File: config.mk
export PLATFORM = sky130hd
export DESIGN_NAME = md5_stream_hasher_core
export DESIGN_NICKNAME = d
export VERILOG_FILES = /design/src/design/md5_pkg.sv /design/src/design/md5_stream_hasher_core.sv /design/src/design/md5_ram.sv /design/src/design/md5_front.sv /design/src/design/md5_queue.sv /design/src/design/md5_back.sv
export VERILOG_INCLUDE_DIRS = /design/src /design/src/design
export SDC_FILE = /design/constraint.sdc
export NUM_CORES = 2
export LEC_CHECK = 0
export BUFFER_PORTS_ARGS = -buffer_cell sky130_fd_sc_hd__buf_2
export CAP_MARGIN = 30
export CORE_MARGIN = 2
export CORE_UTILIZATION = 40
export CTS_BUF_LIST = sky130_fd_sc_hd__clkbuf_4
export DETAILED_ROUTE_END_ITERATION = 7
export GPL_ROUTABILITY_DRIVEN = 0
export SLEW_MARGIN = 20
export SYNTH_ARGS = -nofsm -noshare
export SYNTH_HDL_FRONTEND = slang
export SYNTH_HIERARCHICAL = 1
export SYNTH_SLANG_ARGS = --single-unit
File: constraint.sdc
create_clock -name clk -period 9.3 [get_ports clk]
set_input_delay 0.465 -clock clk [delete_from_list [all_inputs] [get_ports clk]]
set_output_delay 0.465 -clock clk [all_outputs]
set_load 0.01 [all_outputs]
File: src/design/md5_stream_hasher_core_defines.svh
// assertion macros used by the md5 stream hasher rtl
`ifndef MD5_STREAM_HASHER_CORE_DEFINES_SVH
`define MD5_STREAM_HASHER_CORE_DEFINES_SVH

// assert an implication every clock outside reset
`define MD5_ASSERT_IMP(label, clk, rst_n, ante, cons, msg) \
  label: assert property (@(posedge clk) disable iff (!rst_n) (ante) |-> (cons)) \
    else $error(msg);

// assert that the consequent holds in the clock after the antecedent, outside reset
`define MD5_ASSERT_NEXT(label, clk, rst_n, ante, cons, msg) \
  label: assert property (@(posedge clk) disable iff (!rst_n) (ante) |=> (cons)) \
    else $error(msg);

`endif

File: src/design/md5_pkg.sv
// shared types, constants and round tables for the md5 hasher
`default_nettype none
package md5_pkg;
  localparam int QueueDepth = 4;
  localparam logic [31:0] InitA = 32'h67452301;
  localparam logic [31:0] InitB = 32'hefcdab89;
  localparam logic [31:0] InitC = 32'h98badcfe;
  localparam logic [31:0] InitD = 32'h10325476;
  localparam logic [7:0] PadByte = 8'h80;

  // word handed from front to back: one buffer word and a flag for the digest block
  typedef struct packed {
    logic [31:0] word;
    logic        digest;
  } fifo_word_t;

  typedef enum logic [1:0] {FR_IDLE, FR_FILL, FR_LEN_LO, FR_LEN_HI} front_state_t;
  typedef enum logic [1:0] {BK_LOAD, BK_ROUND, BK_ADD, BK_OUT} back_state_t;

  function automatic logic [31:0] round_k(input logic [5:0] r);
    logic [31:0] k;
    case (r)
      6'd0: k = 32'hd76aa478; 6'd1: k = 32'he8c7b756; 6'd2: k = 32'h242070db;
      6'd3: k = 32'hc1bdceee; 6'd4: k = 32'hf57c0faf; 6'd5: k = 32'h4787c62a;
      6'd6: k = 32'ha8304613; 6'd7: k = 32'hfd469501; 6'd8: k = 32'h698098d8;
      6'd9: k = 32'h8b44f7af; 6'd10: k = 32'hffff5bb1; 6'd11: k = 32'h895cd7be;
      6'd12: k = 32'h6b901122; 6'd13: k = 32'hfd987193; 6'd14: k = 32'ha679438e;
      6'd15: k = 32'h49b40821; 6'd16: k = 32'hf61e2562; 6'd17: k = 32'hc040b340;
      6'd18: k = 32'h265e5a51; 6'd19: k = 32'he9b6c7aa; 6'd20: k = 32'hd62f105d;
      6'd21: k = 32'h02441453; 6'd22: k = 32'hd8a1e681; 6'd23: k = 32'he7d3fbc8;
      6'd24: k = 32'h21e1cde6; 6'd25: k = 32'hc33707d6; 6'd26: k = 32'hf4d50d87;
      6'd27: k = 32'h455a14ed; 6'd28: k = 32'ha9e3e905; 6'd29: k = 32'hfcefa3f8;
      6'd30: k = 32'h676f02d9; 6'd31: k = 32'h8d2a4c8a; 6'd32: k = 32'hfffa3942;
      6'd33: k = 32'h8771f681; 6'd34: k = 32'h6d9d6122; 6'd35: k = 32'hfde5380c;
      6'd36: k = 32'ha4beea44; 6'd37: k = 32'h4bdecfa9; 6'd38: k = 32'hf6bb4b60;
      6'd39: k = 32'hbebfbc70; 6'd40: k = 32'h289b7ec6; 6'd41: k = 32'heaa127fa;
      6'd42: k = 32'hd4ef3085; 6'd43: k = 32'h04881d05; 6'd44: k = 32'hd9d4d039;
      6'd45: k = 32'he6db99e5; 6'd46: k = 32'h1fa27cf8; 6'd47: k = 32'hc4ac5665;
      6'd48: k = 32'hf4292244; 6'd49: k = 32'h432aff97; 6'd50: k = 32'hab9423a7;
      6'd51: k = 32'hfc93a039; 6'd52: k = 32'h655b59c3; 6'd53: k = 32'h8f0ccc92;
      6'd54: k = 32'hffeff47d; 6'd55: k = 32'h85845dd1; 6'd56: k = 32'h6fa87e4f;
      6'd57: k = 32'hfe2ce6e0; 6'd58: k = 32'ha3014314; 6'd59: k = 32'h4e0811a1;
      6'd60: k = 32'hf7537e82; 6'd61: k = 32'hbd3af235; 6'd62: k = 32'h2ad7d2bb;
      default: k = 32'heb86d391;
    endcase
    return k;
  endfunction

  function automatic logic [4:0] round_s(input logic [5:0] r);
    logic [4:0] s;
    case ({r[5:4], r[1:0]})
      4'd0: s = 5'd7;  4'd1: s = 5'd12; 4'd2: s = 5'd17; 4'd3: s = 5'd22;
      4'd4: s = 5'd5;  4'd5: s = 5'd9;  4'd6: s = 5'd14; 4'd7: s = 5'd20;
      4'd8: s = 5'd4;  4'd9: s = 5'd11; 4'd10: s = 5'd16; 4'd11: s = 5'd23;
      4'd12: s = 5'd6; 4'd13: s = 5'd10; 4'd14: s = 5'd15; default: s = 5'd21;
    endcase
    return s;
  endfunction
endpackage
`default_nettype wire

File: src/design/md5_stream_hasher_core.sv
// top level of the md5 stream hasher
//  channel | ports                                     | handshake
//  input   | in_data_word in_byte_count in_is_last     | in_push / in_full
//  result  | out_digest_word out_word_index out_last_word | out_empty / out_pop
// a 16-word block is loaded into the ram, run through 64 rounds, then added to the chaining words
// stream throughput is bound by the single round unit
// the final item adds padding words and up to two blocks, then four result beats
// reset is synchronous active low and returns the chaining words to their start values
// the front stalls when the queue is full; the back stalls while results are not popped
`default_nettype none
module md5_stream_hasher_core import md5_pkg::*; (
  input  wire logic        clk,
  input  wire logic        rst_n,
  input  wire logic        in_push,
  output logic             in_full,
  input  wire logic [31:0] in_data_word,
  input  wire logic [2:0]  in_byte_count,
  input  wire logic        in_is_last,
  output logic             out_empty,
  input  wire logic        out_pop,
  output logic [31:0]      out_digest_word,
  output logic [1:0]       out_word_index,
  output logic             out_last_word
);
  fifo_word_t qw, qr;
  logic       qpush, qfull, qpop, qempty;

  md5_front u_front (
    .clk(clk), .rst_n(rst_n), .in_push(in_push), .in_full(in_full),
    .in_data_word(in_data_word), .in_byte_count(in_byte_count), .in_is_last(in_is_last),
    .q_push(qpush), .q_data(qw), .q_full(qfull)
  );

  md5_queue #(.Depth(QueueDepth)) u_queue (
    .clk(clk), .rst_n(rst_n), .push(qpush), .wdata(qw), .full(qfull),
    .pop(qpop), .rdata(qr), .empty(qempty)
  );

  md5_back u_back (
    .clk(clk), .rst_n(rst_n), .q_empty(qempty), .q_data(qr), .q_pop(qpop),
    .out_empty(out_empty), .out_pop(out_pop), .out_digest_word(out_digest_word),
    .out_word_index(out_word_index), .out_last_word(out_last_word)
  );
endmodule
`default_nettype wire

File: src/design/md5_ram.sv
// generic ram with one write port and one registered read port
`default_nettype none
module md5_ram #(
  parameter int Width = 32,
  parameter int Depth = 16
) (
  input  wire logic                     clk,
  input  wire logic                     we,
  input  wire logic [$clog2(Depth)-1:0] waddr,
  input  wire logic [Width-1:0]         wdata,
  input  wire logic [$clog2(Depth)-1:0] raddr,
  output logic      [Width-1:0]         rdata
);
  logic [Width-1:0] mem_r [Depth];

  // write port and registered read port
  always_ff @(posedge clk) begin
    if (we) begin
      mem_r[waddr] <= wdata;
    end
    rdata <= mem_r[raddr];
  end
endmodule
`default_nettype wire

File: src/design/md5_front.sv
// front end: takes input beats, masks and pads, counts length, feeds words
`default_nettype none
module md5_front import md5_pkg::*; (
  input  wire logic        clk,
  input  wire logic        rst_n,
  input  wire logic        in_push,
  output logic             in_full,
  input  wire logic [31:0] in_data_word,
  input  wire logic [2:0]  in_byte_count,
  input  wire logic        in_is_last,
  output logic             q_push,
  output fifo_word_t       q_data,
  input  wire logic        q_full
);
  front_state_t state_r, state_nxt;
  logic [3:0]   pos_r, pos_nxt;
  logic [60:0]  bytes_r, bytes_nxt;
  logic         pad80_r, pad80_nxt;
  logic [2:0]   cnt;
  logic [31:0]  mask;
  logic [63:0]  bits;
  logic         accept;

  assign cnt = (in_byte_count > 3'd4) ? 3'd4 : in_byte_count;
  assign bits = {bytes_r, 3'b000};

  // mask of valid low bytes
  always_comb begin
    case (cnt)
      3'd0: mask = 32'h0;
      3'd1: mask = 32'h000000ff;
      3'd2: mask = 32'h0000ffff;
      3'd3: mask = 32'h00ffffff;
      default: mask = 32'hffffffff;
    endcase
  end

  always_ff @(posedge clk) begin
    if (!rst_n) begin
      state_r <= FR_IDLE;
      pos_r   <= '0;
      bytes_r <= '0;
      pad80_r <= 1'b0;
    end else begin
      state_r <= state_nxt;
      pos_r   <= pos_nxt;
      bytes_r <= bytes_nxt;
      pad80_r <= pad80_nxt;
    end
  end

  // accept beats while idle, then emit padding and length words
  always_comb begin
    state_nxt = state_r;
    pos_nxt   = pos_r;
    bytes_nxt = bytes_r;
    pad80_nxt = pad80_r;
    in_full   = (state_r != FR_IDLE) || q_full;
    accept    = in_push && !in_full;
    q_push    = 1'b0;
    q_data    = '{word: 32'h0, digest: 1'b0};
    case (state_r)
      FR_IDLE: begin
        if (accept) begin
          q_push  = 1'b1;
          pos_nxt = pos_r + 4'd1;
          if (!in_is_last) begin
            q_data.word = in_data_word;
            bytes_nxt   = bytes_r + 61'd4;
          end else begin
            bytes_nxt = bytes_r + {58'd0, cnt};
            if (cnt == 3'd4) begin
              q_data.word = in_data_word;
              pad80_nxt   = 1'b1;
            end else begin
              q_data.word = (in_data_word & mask) | ({24'd0, PadByte} << {cnt, 3'b000});
            end
            state_nxt = FR_FILL;
          end
        end
      end
      FR_FILL: begin
        if (!q_full) begin
          if (pos_r == 4'd14 && !pad80_r) begin
            state_nxt = FR_LEN_LO;
          end else begin
            q_push      = 1'b1;
            q_data.word = pad80_r ? {24'd0, PadByte} : 32'h0;
            pad80_nxt   = 1'b0;
            pos_nxt     = pos_r + 4'd1;
          end
        end
      end
      FR_LEN_LO: begin
        if (!q_full) begin
          q_push      = 1'b1;
          q_data.word = bits[31:0];
          pos_nxt     = pos_r + 4'd1;
          state_nxt   = FR_LEN_HI;
        end
      end
      FR_LEN_HI: begin
        if (!q_full) begin
          q_push      = 1'b1;
          q_data.word = bits[63:32];
          q_data.digest = 1'b1;
          pos_nxt     = '0;
          bytes_nxt   = '0;
          state_nxt   = FR_IDLE;
        end
      end
      default: state_nxt = FR_IDLE;
    endcase
  end
endmodule
`default_nettype wire

File: src/design/md5_queue.sv
// short word queue between front and back
`default_nettype none
module md5_queue import md5_pkg::*; #(
  parameter int Depth = QueueDepth
) (
  input  wire logic       clk,
  input  wire logic       rst_n,
  input  wire logic       push,
  input  wire fifo_word_t wdata,
  output logic            full,
  input  wire logic       pop,
  output fifo_word_t      rdata,
  output logic            empty
);
  localparam int AW = $clog2(Depth);
  fifo_word_t       mem_r [Depth];
  logic [AW-1:0]    wp_r, rp_r;
  logic [AW:0]      cnt_r;

  assign full  = (cnt_r == (AW+1)'(Depth));
  assign empty = (cnt_r == '0);
  assign rdata = mem_r[rp_r];

  // storage
  always_ff @(posedge clk) begin
    if (push && !full) begin
      mem_r[wp_r] <= wdata;
    end
  end

  // pointers and fill count
  always_ff @(posedge clk) begin
    if (!rst_n) begin
      wp_r  <= '0;
      rp_r  <= '0;
      cnt_r <= '0;
    end else begin
      if (push && !full) wp_r <= (wp_r == AW'(Depth-1)) ? '0 : wp_r + 1'b1;
      if (pop && !empty) rp_r <= (rp_r == AW'(Depth-1)) ? '0 : rp_r + 1'b1;
      cnt_r <= cnt_r + (AW+1)'(push && !full) - (AW+1)'(pop && !empty);
    end
  end
endmodule
`default_nettype wire

File: src/design/md5_back.sv
// back end: gathers words into the block ram, runs 64 rounds, emits digest
`default_nettype none
`include "md5_stream_hasher_core_defines.svh"
module md5_back import md5_pkg::*; (
  input  wire logic        clk,
  input  wire logic        rst_n,
  input  wire logic        q_empty,
  input  wire fifo_word_t  q_data,
  output logic             q_pop,
  output logic             out_empty,
  input  wire logic        out_pop,
  output logic [31:0]      out_digest_word,
  output logic [1:0]       out_word_index,
  output logic             out_last_word
);
  back_state_t state_r, state_nxt;
  logic [31:0] ch_r [4];
  logic [31:0] a_r, b_r, c_r, d_r;
  logic [3:0]  wpos_r;
  logic [5:0]  rnd_r;
  logic        dig_r;
  logic [1:0]  oidx_r;
  logic        ram_we;
  logic [3:0]  raddr;
  logic [31:0] mword;
  logic [31:0] f, sum, rot;
  logic [4:0]  s;
  logic [5:0]  rnx;

  // message word index of the next round, read ahead because the ram read is registered
  function automatic logic [3:0] msg_idx(input logic [5:0] r);
    logic [3:0] i;
    case (r[5:4])
      2'd0: i = r[3:0];
      2'd1: i = 4'(r[3:0] * 4'd5 + 4'd1);
      2'd2: i = 4'(r[3:0] * 4'd3 + 4'd5);
      default: i = 4'(r[3:0] * 4'd7);
    endcase
    return i;
  endfunction

  assign ram_we = (state_r == BK_LOAD) && !q_empty;
  assign q_pop  = ram_we;
  assign rnx    = (state_r == BK_ROUND) ? rnd_r + 6'd1 : 6'd0;
  assign raddr  = msg_idx(rnx);

  md5_ram #(.Width(32), .Depth(16)) u_ram (
    .clk(clk), .we(ram_we), .waddr(wpos_r), .wdata(q_data.word),
    .raddr(raddr), .rdata(mword)
  );

  // round function
  always_comb begin
    case (rnd_r[5:4])
      2'd0: f = (b_r & c_r) | (~b_r & d_r);
      2'd1: f = (d_r & b_r) | (~d_r & c_r);
      2'd2: f = b_r ^ c_r ^ d_r;
      default: f = c_r ^ (b_r | ~d_r);
    endcase
    sum = a_r + f + round_k(rnd_r) + mword;
    s   = round_s(rnd_r);
    rot = (sum << s) | (sum >> (6'd32 - {1'b0, s}));
  end

  assign out_empty       = (state_r != BK_OUT);
  assign out_digest_word = ch_r[oidx_r];
  assign out_word_index  = oidx_r;
  assign out_last_word   = (oidx_r == 2'd3);

  always_comb begin
    state_nxt = state_r;
    case (state_r)
      BK_LOAD:  if (ram_we && wpos_r == 4'd15) state_nxt = BK_ROUND;
      BK_ROUND: if (rnd_r == 6'd63) state_nxt = BK_ADD;
      BK_ADD:   state_nxt = dig_r ? BK_OUT : BK_LOAD;
      BK_OUT:   if (out_pop && oidx_r == 2'd3) state_nxt = BK_LOAD;
      default:  state_nxt = BK_LOAD;
    endcase
  end

  always_ff @(posedge clk) begin
    if (!rst_n) begin
      state_r <= BK_LOAD;
    end else begin
      state_r <= state_nxt;
    end
  end

  // datapath and chaining words
  always_ff @(posedge clk) begin
    if (!rst_n) begin
      ch_r[0] <= InitA; ch_r[1] <= InitB; ch_r[2] <= InitC; ch_r[3] <= InitD;
      wpos_r <= '0; rnd_r <= '0; dig_r <= 1'b0; oidx_r <= '0;
      a_r <= '0; b_r <= '0; c_r <= '0; d_r <= '0;
    end else begin
      case (state_r)
        BK_LOAD: begin
          if (ram_we) begin
            wpos_r <= wpos_r + 4'd1;
            if (wpos_r == 4'd15) begin
              dig_r <= q_data.digest;
              a_r <= ch_r[0]; b_r <= ch_r[1]; c_r <= ch_r[2]; d_r <= ch_r[3];
              rnd_r <= '0;
            end
          end
        end
        BK_ROUND: begin
          a_r <= d_r; d_r <= c_r; c_r <= b_r; b_r <= b_r + rot;
          rnd_r <= rnd_r + 6'd1;
        end
        BK_ADD: begin
          ch_r[0] <= ch_r[0] + a_r; ch_r[1] <= ch_r[1] + b_r;
          ch_r[2] <= ch_r[2] + c_r; ch_r[3] <= ch_r[3] + d_r;
          oidx_r <= '0;
        end
        BK_OUT: begin
          if (out_pop) begin
            oidx_r <= oidx_r + 2'd1;
            if (oidx_r == 2'd3) begin
              ch_r[0] <= InitA; ch_r[1] <= InitB; ch_r[2] <= InitC; ch_r[3] <= InitD;
              dig_r <= 1'b0;
            end
          end
        end
        default: ;
      endcase
    end
  end

  `MD5_ASSERT_IMP(a_no_pop_in_rounds, clk, rst_n, state_r == BK_ROUND, !q_pop, "pop in rounds")
  `MD5_ASSERT_NEXT(a_round_done, clk, rst_n, rnd_r == 6'd63, state_r != BK_ROUND, "round end")
  `MD5_ASSERT_IMP(a_out_only_digest, clk, rst_n, !out_empty, dig_r, "digest without last block")
endmodule
`default_nettype wire

After elaboration in Yosys (flattened, before gate mapping)
Memory sizes are Yosys's and may differ from the RTL's. A register that Yosys moved wholly into a read port is not among the register bits.
Cells that the tools add are included.

storage, ports and cells
  RAM bits = 772
  input port bits = 40
  flip-flop bits (word level) = 218
  output and inout port bits = 37
  ROM bits = 2128
  memories = 5

operators by class
  equal/unequal tests = 37
  shift-type cells = 3
  bitwise gates (word level) = 23
  reductions and logical operators = 34
  $lt $le $gt $ge = 1
  multipliers = 3
  mux-type cells = 101
  $add $sub $neg = 21

memory list
  memory              depth  width  rd ports  clocked after Yosys merged registers in  write ports  line             RTL
  (name not given)    64     32     1         1                                        0            md5_pkg.sv:22    case (r)
  u_back.u_ram.mem_r  16     32     1         1                                        1            md5_ram.sv:14    logic [Width-1:0] mem_r [Depth];
  u_queue.mem_r       4      33     1         1                                        1            md5_queue.sv:16  fifo_word_t mem_r [Depth];
  u_back.ch_r         4      32     5         1                                        4            md5_back.sv:17   logic [31:0] ch_r [4];
  (name not given)    16     5      1         1                                        0            md5_pkg.sv:51    case ({r[5:4], r[1:0]})

operators with widths
  kind                     number
  $mux W32                 22
  $add A32 B32 Y32         8
  $pmux W32 S2             4
  $pmux W32 S4             2
  $mux W61                 3
  $and A32 B32 Y32         5
  $or A32 B32 Y32          5
  $pmux W61 S2             1
  $pmux W32 S3             1
  $xor A32 B32 Y32         3
  $not A32 Y32             2
  $add A61 B3 Y61          1
  $add A61 B3 Y61 const B  1
  $mux W2                  17
  $mux W33                 1
  $shl A32 B5 Y32          1
  $shl A8 B6 Y32 const A   1
  $shr A32 B6 Y32          1
  $mux W6                  5
  $mux W4                  7
  $mux W1                  27
  $ne A2 B2 Y1 const B     11
  $eq A2 B2 Y1 const B     9
  $pmux W2 S4              2
  other kinds (37)         83

Longest topological paths before layout
  depth in word-level cells = 11
  gate-level depth with buffers = 39

By module
Netlist, hierarchy kept.

modules (own cells, without submodules)
  module     cells an instance  times used  sequential area each (µm²)  area each (µm²)
  md5_back   4187               1           6846.6                      31412.6
  md5_ram    838                1           16015.4                     19835.3
  md5_queue  225                1           4144.0                      5290.1
  md5_front  523                1           1361.3                      4187.8

Worst setup path before layout
OpenSTA, ideal clock, no wires.

  kind = reg-to-reg
  from = register u_back.rnd_r[4]
  to = register u_back.b_r[28]
  setup time = 133 ps
  cell stages (with the launch flop) = 37
  clock period less this slack = 8664 ps
  slack = 636 ps
  data arrival time = 8531 ps
  path through = dfxtp_1 -> clkbuf_1 -> clkbuf_1 -> buf_1 -> xnor2_1 -> o211ai_1 -> o211ai_1 -> fa_1 -> fa_1 -> inv_1 -> ha_1 -> fa_1 -> a21o_1 -> a22oi_2 -> a211o_2 -> nor4b_4 -> o31ai_4 -> xor2_1 -> mux4_2 -> nand2_1 -> o21ai_0 -> o22ai_1 -> o221ai_1 -> ha_1 -> fa_1 -> a21o_1 -> a21o_1 -> a2111oi_4 -> nor4_1 -> nor2_1 -> o311ai_1 -> a2111oi_0 -> o21ai_0 -> a21oi_1 -> nor3b_1 -> nand4b_1 -> a31oi_1

between the ends
  cells in the longest elaborated chain, start to end = 9
  elaborated cells between the ends (all ways) = 12

ends and longest elaborated chain
  what                                                line             RTL
  start, declared                                     md5_back.sv:20   logic [5:0] rnd_r;
  start signal, assigned                              md5_back.sv:109  rnd_r <= rnd_r + 6'd1;
  $eq A2 B2 Y1 (tied with other cells)                md5_back.sv:54   case (rnd_r[5:4])
  $pmux W32 S3 (*)                                    md5_back.sv:54
  $add A32 B32 Y32 (*) (3 in a row)                   md5_back.sv:60   sum = a_r + f + round_k(rnd_r) + mword;
  $shr A32 B6 Y32 or $shl A32 B5 Y32 (tied branches)  md5_back.sv:62   rot = (sum << s) | (sum >> (6'd32 - {1'b0, s}));
  $or A32 B32 Y32 (*)                                 md5_back.sv:62
  $add A32 B32 Y32 (*)                                md5_back.sv:108  a_r <= d_r; d_r <= c_r; c_r <= b_r; b_r <= b_r + rot;
  $pmux W32 S2 (*)                                    md5_back.sv:96   case (state_r)
  end signal, assigned                                md5_back.sv:102  a_r <= ch_r[0]; b_r <= ch_r[1]; c_r <= ch_r[2]; d_r <= ch_r[3];
  end signal, assigned                                md5_back.sv:108
  end, declared                                       md5_back.sv:18   logic [31:0] a_r, b_r, c_r, d_r;

Mark *: on every way between the ends. The rest lies on a longest branch, timed or not.
A chain may end at the register's enable or synchronous reset.

Worst setup path after layout
  from = register u_back.rnd_r[5]
  to = register u_back.b_r[26]

Same word-level chain as after synthesis.

==> impl_metrics.toml <==
[worst_hold_path]
min-delay-path-class = "in2reg"

[clock_tree]
clock_latency_ns = 1.29
clock_path_buffers = 4
cts_max_level = 5
cts.sinks = 1063
cts.clk_slew.worst_paths_ns = 0.08
cts-buffers-inserted = 300
clk_root_buffer_cell = "clkbuf_4"
tritoncts = "built"

[synth]
synthDistinctLibCells = 104
synth_edf_count = 708
syn_nets = 6113
yosysSeqAreaShare_pct = 46.7
synth_area_sq_um = 60700
synthCells = 5773
avgSynthCellArea_sq_um = 10.5
synthFlopType = "edfxtp_1"
ys_warn_count = 6
synthArstFlopShare_pct = 0
ys_seq_elements = 1063

[floorplanning]
die_h_um = 394
die_x_um = 394
die-area_sq_um = 155000
fp-row-count = 142
start_util_pct = 40.4
coreArea_sq_um = 150000
io_pins = 77

[critical_path]
cp_top_family = "compound AO/OA/AOI/OAI gates"
critPathBufInv = 4
cp_slowest_stage_delay_ns = 0.55
crit_type = "reg2reg"
endpoint_kind = "flip-flop"
cp_slowest_cell = "fa_1"
arrival_ns = 10.04
critical_path_required_ns = 10.44
crit_path_start_kind = "flip-flop"
rrSetupSlack_ns = 0.40
crit_fanout = 40

[global_routing]
track_usage_pct = 24.2
first_global_vias = 46800
use_met1_pct = 31.9
grt_antenna_before_repair = 10
grt_max_degree = 129
met2_usage_pct = 38.9
grt-ovfl-total = 0
grt_pass1_wl_um = 290000
met3_usage_pct = 4.94
busiest_layer = "met2"

[pwr]
design_power_total_mw = 16.5
p_leak_nw = 24.9
peakVddDrop_v = 0.000189
p_per_area_nw_per_um2 = 242

[flow_run]
maxCapViolCount = 0

[place]
dp_hpwl_um = 133000
placedCellCount = 7697
portBuffers = 76
placed_area_sq_um = 63900

[sta]
max_freq_mhz = 112
worst_slew_pin_slew_ns = 0.991
slew_viol_final = 0
min_period_ns = 8.90
hold_viol_final = 0
setup_viol = 0
fin_crit_sh_pct = 95.7
maxSlewHeadroom_pct = 34.0
finClkSkew_ns = 0.188

[cells_and_area]
area_growth_pct = 12.4
nFillCells = 14200
drive_gt1_share_pct = 17.6
design_area_sq_um = 68300
nNetsFinal = 6384
final_cells = 8271

[status]
status = "complete, but fails checks"
violations = "DRC"

[routing]
dr.pass1.iters = 8
vias_per_cell = 5.95
vias = 49200
routedWlPerCell_um = 23.4
drtIter0Drc = 5517
ant_nets = 0
drc = 4
postRouteWirelength_um = 193000
[flip-flops by register name, indices dropped and copies added, names as in the netlist, 32 cells and up, named ones only]
name and count:
u_back/a_r 32, u_back/b_r 32, u_back/c_r 32, u_back/ch_r 128, u_back/d_r 32, u_back/u_ram/mem_r 512, u_back/u_ram/rdata 32, u_front/bytes_r 61
u_queue/mem_r 132
[where the power goes]
part           internal (mW)  switching, mW  leakage, nW
clock network           2.23           1.94         2.20
logic                   2.19           4.01         13.4
registers               5.97          0.184         9.27
[worst paths after layout]
kind	to	depth (start not counted)	startpoint
min reg2reg	u_back/d_r[0]$_SDFFE_PN0P_	2	u_back/ch_r[3][0]$_SDFFE_PP0P_
min	u_queue/mem_r[2][22]$_DFFE_PP_	4	in_data_word[21]
max	u_back/b_r[26]$_SDFFE_PN0P_	35	u_back/rnd_r[5]$_SDFFE_PN0P_
max reg2reg	u_back/b_r[26]$_SDFFE_PN0P_	35	u_back/rnd_r[5]$_SDFFE_PN0P_
[synth_stat cells, types with 49 or more instances]
master,count,share of area (%)
xor2_1,86,1.2
ha_1,229,4.7
a21o_1,84,1.0
buf_1,49,0.30
o211ai_1,127,1.6
inv_1,270,1.7
a311oi_1,109,1.6
nor2_1,460,2.8
o21ai_0,335,2.8
a22oi_1,75,0.93
nand2_1,673,4.2
a21oi_1,412,3.4
mux4_2,204,7.6
mux2i_1,63,1.0
xnor2_1,143,2.1
dfxtp_1,355,12
clkbuf_1,250,1.5
fa_1,71,2.3
nand3_1,144,1.2
a211oi_1,53,0.66
edfxtp_1,708,35
nor3_1,81,0.67
a31oi_1,51,0.53
[tightest hold or removal path: stages]
cell	delay, ns
dlygate4sd3_1	0.52
buf_2	0.11
a222oi_1	0.10
inv_1	0.11
[metrics by stage]
step / utilization (%) / setup WS (ns) / TNS, ns / hold WS (ns)
2_1_floorplan: - / 0.636 / 0 / 0.455
3_3_place_gp: 42.5 / 0.440 / 0 / 0.472
3_5_place_dp: 42.5 / 0.221 / 0 / 0.475
4_1_cts: 45.2 / 0.0545 / 0 / 0.0212
5_1_grt: 45.4 / -0.00433 / -0.00588 / 0.117
6_report: 45.4 / 0.395 / 0 / 0.197
[timing repair]
action	4_1_cts	5_1_grt
hold buffers	44	0
gates resized for setup	0	25
setup buffers	0	12
endpoints found under the setup margin	0	13
hold endpoints to repair	172	0
[cell type report]
type | instances | area (sq um) | area share, %
clock buffer | 453 | 3400 | 4.98
inverter | 276 | 1040 | 1.52
clock inverter | 53 | 228 | 0.334
sequential | 1063 | 28400 | 41.6
timing repair buffer | 309 | 2400 | 3.52
multi-input combinational | 4094 | 30300 | 44.4
antenna | 7 | 17.5 | 0.0257
tap | 2016 | 2520 | 3.69
[layout by cell type (no fill, tap or decap), types with 34 or more instances in the layout]
| master | count |
|---|---|
| dfxtp_1 | 347 |
| or3_1 | 42 |
| a31oi_1 | 50 |
| nor3_1 | 75 |
| nor2_1 | 442 |
| inv_1 | 269 |
| mux2i_1 | 60 |
| fa_1 | 71 |
| o211ai_1 | 127 |
| dlygate4sd3_1 | 44 |
| buf_2 | 77 |
| a21oi_1 | 411 |
| ha_1 | 226 |
| xor2_1 | 85 |
| clkbuf_4 | 453 |
| o21a_1 | 41 |
| and3_1 | 39 |
| nand2_1 | 670 |
| nand3_1 | 144 |
| a211oi_1 | 52 |
| xnor2_1 | 140 |
| a22oi_1 | 75 |
| or2_2 | 45 |
| o31ai_1 | 42 |
| clkinv_1 | 49 |
| nand4_1 | 34 |
| buf_4 | 175 |
| mux4_2 | 204 |
| a21o_1 | 84 |
| o21ai_0 | 331 |
| a311oi_1 | 109 |
| edfxtp_1 | 708 |
[logic make-up after synthesis]
logic type | Yosys count | share of synthesized area [%]
buf+inv | 616 | 4.03
xor+xnor | 231 | 3.38
simple gates | 1694 | 12.6
flops | 1063 | 46.7
mux | 287 | 9.05
compound gates | 1582 | 17.1
fa+ha+maj | 300 | 7.06
[per-layer routing]
metal,up-vias,wire length [um]
met3,460,15700
li1,22400,-
met5,-,52
met1,24000,80000
met2,2333,89600
met4,8,8050
Power figures use the tool's default switching activity.
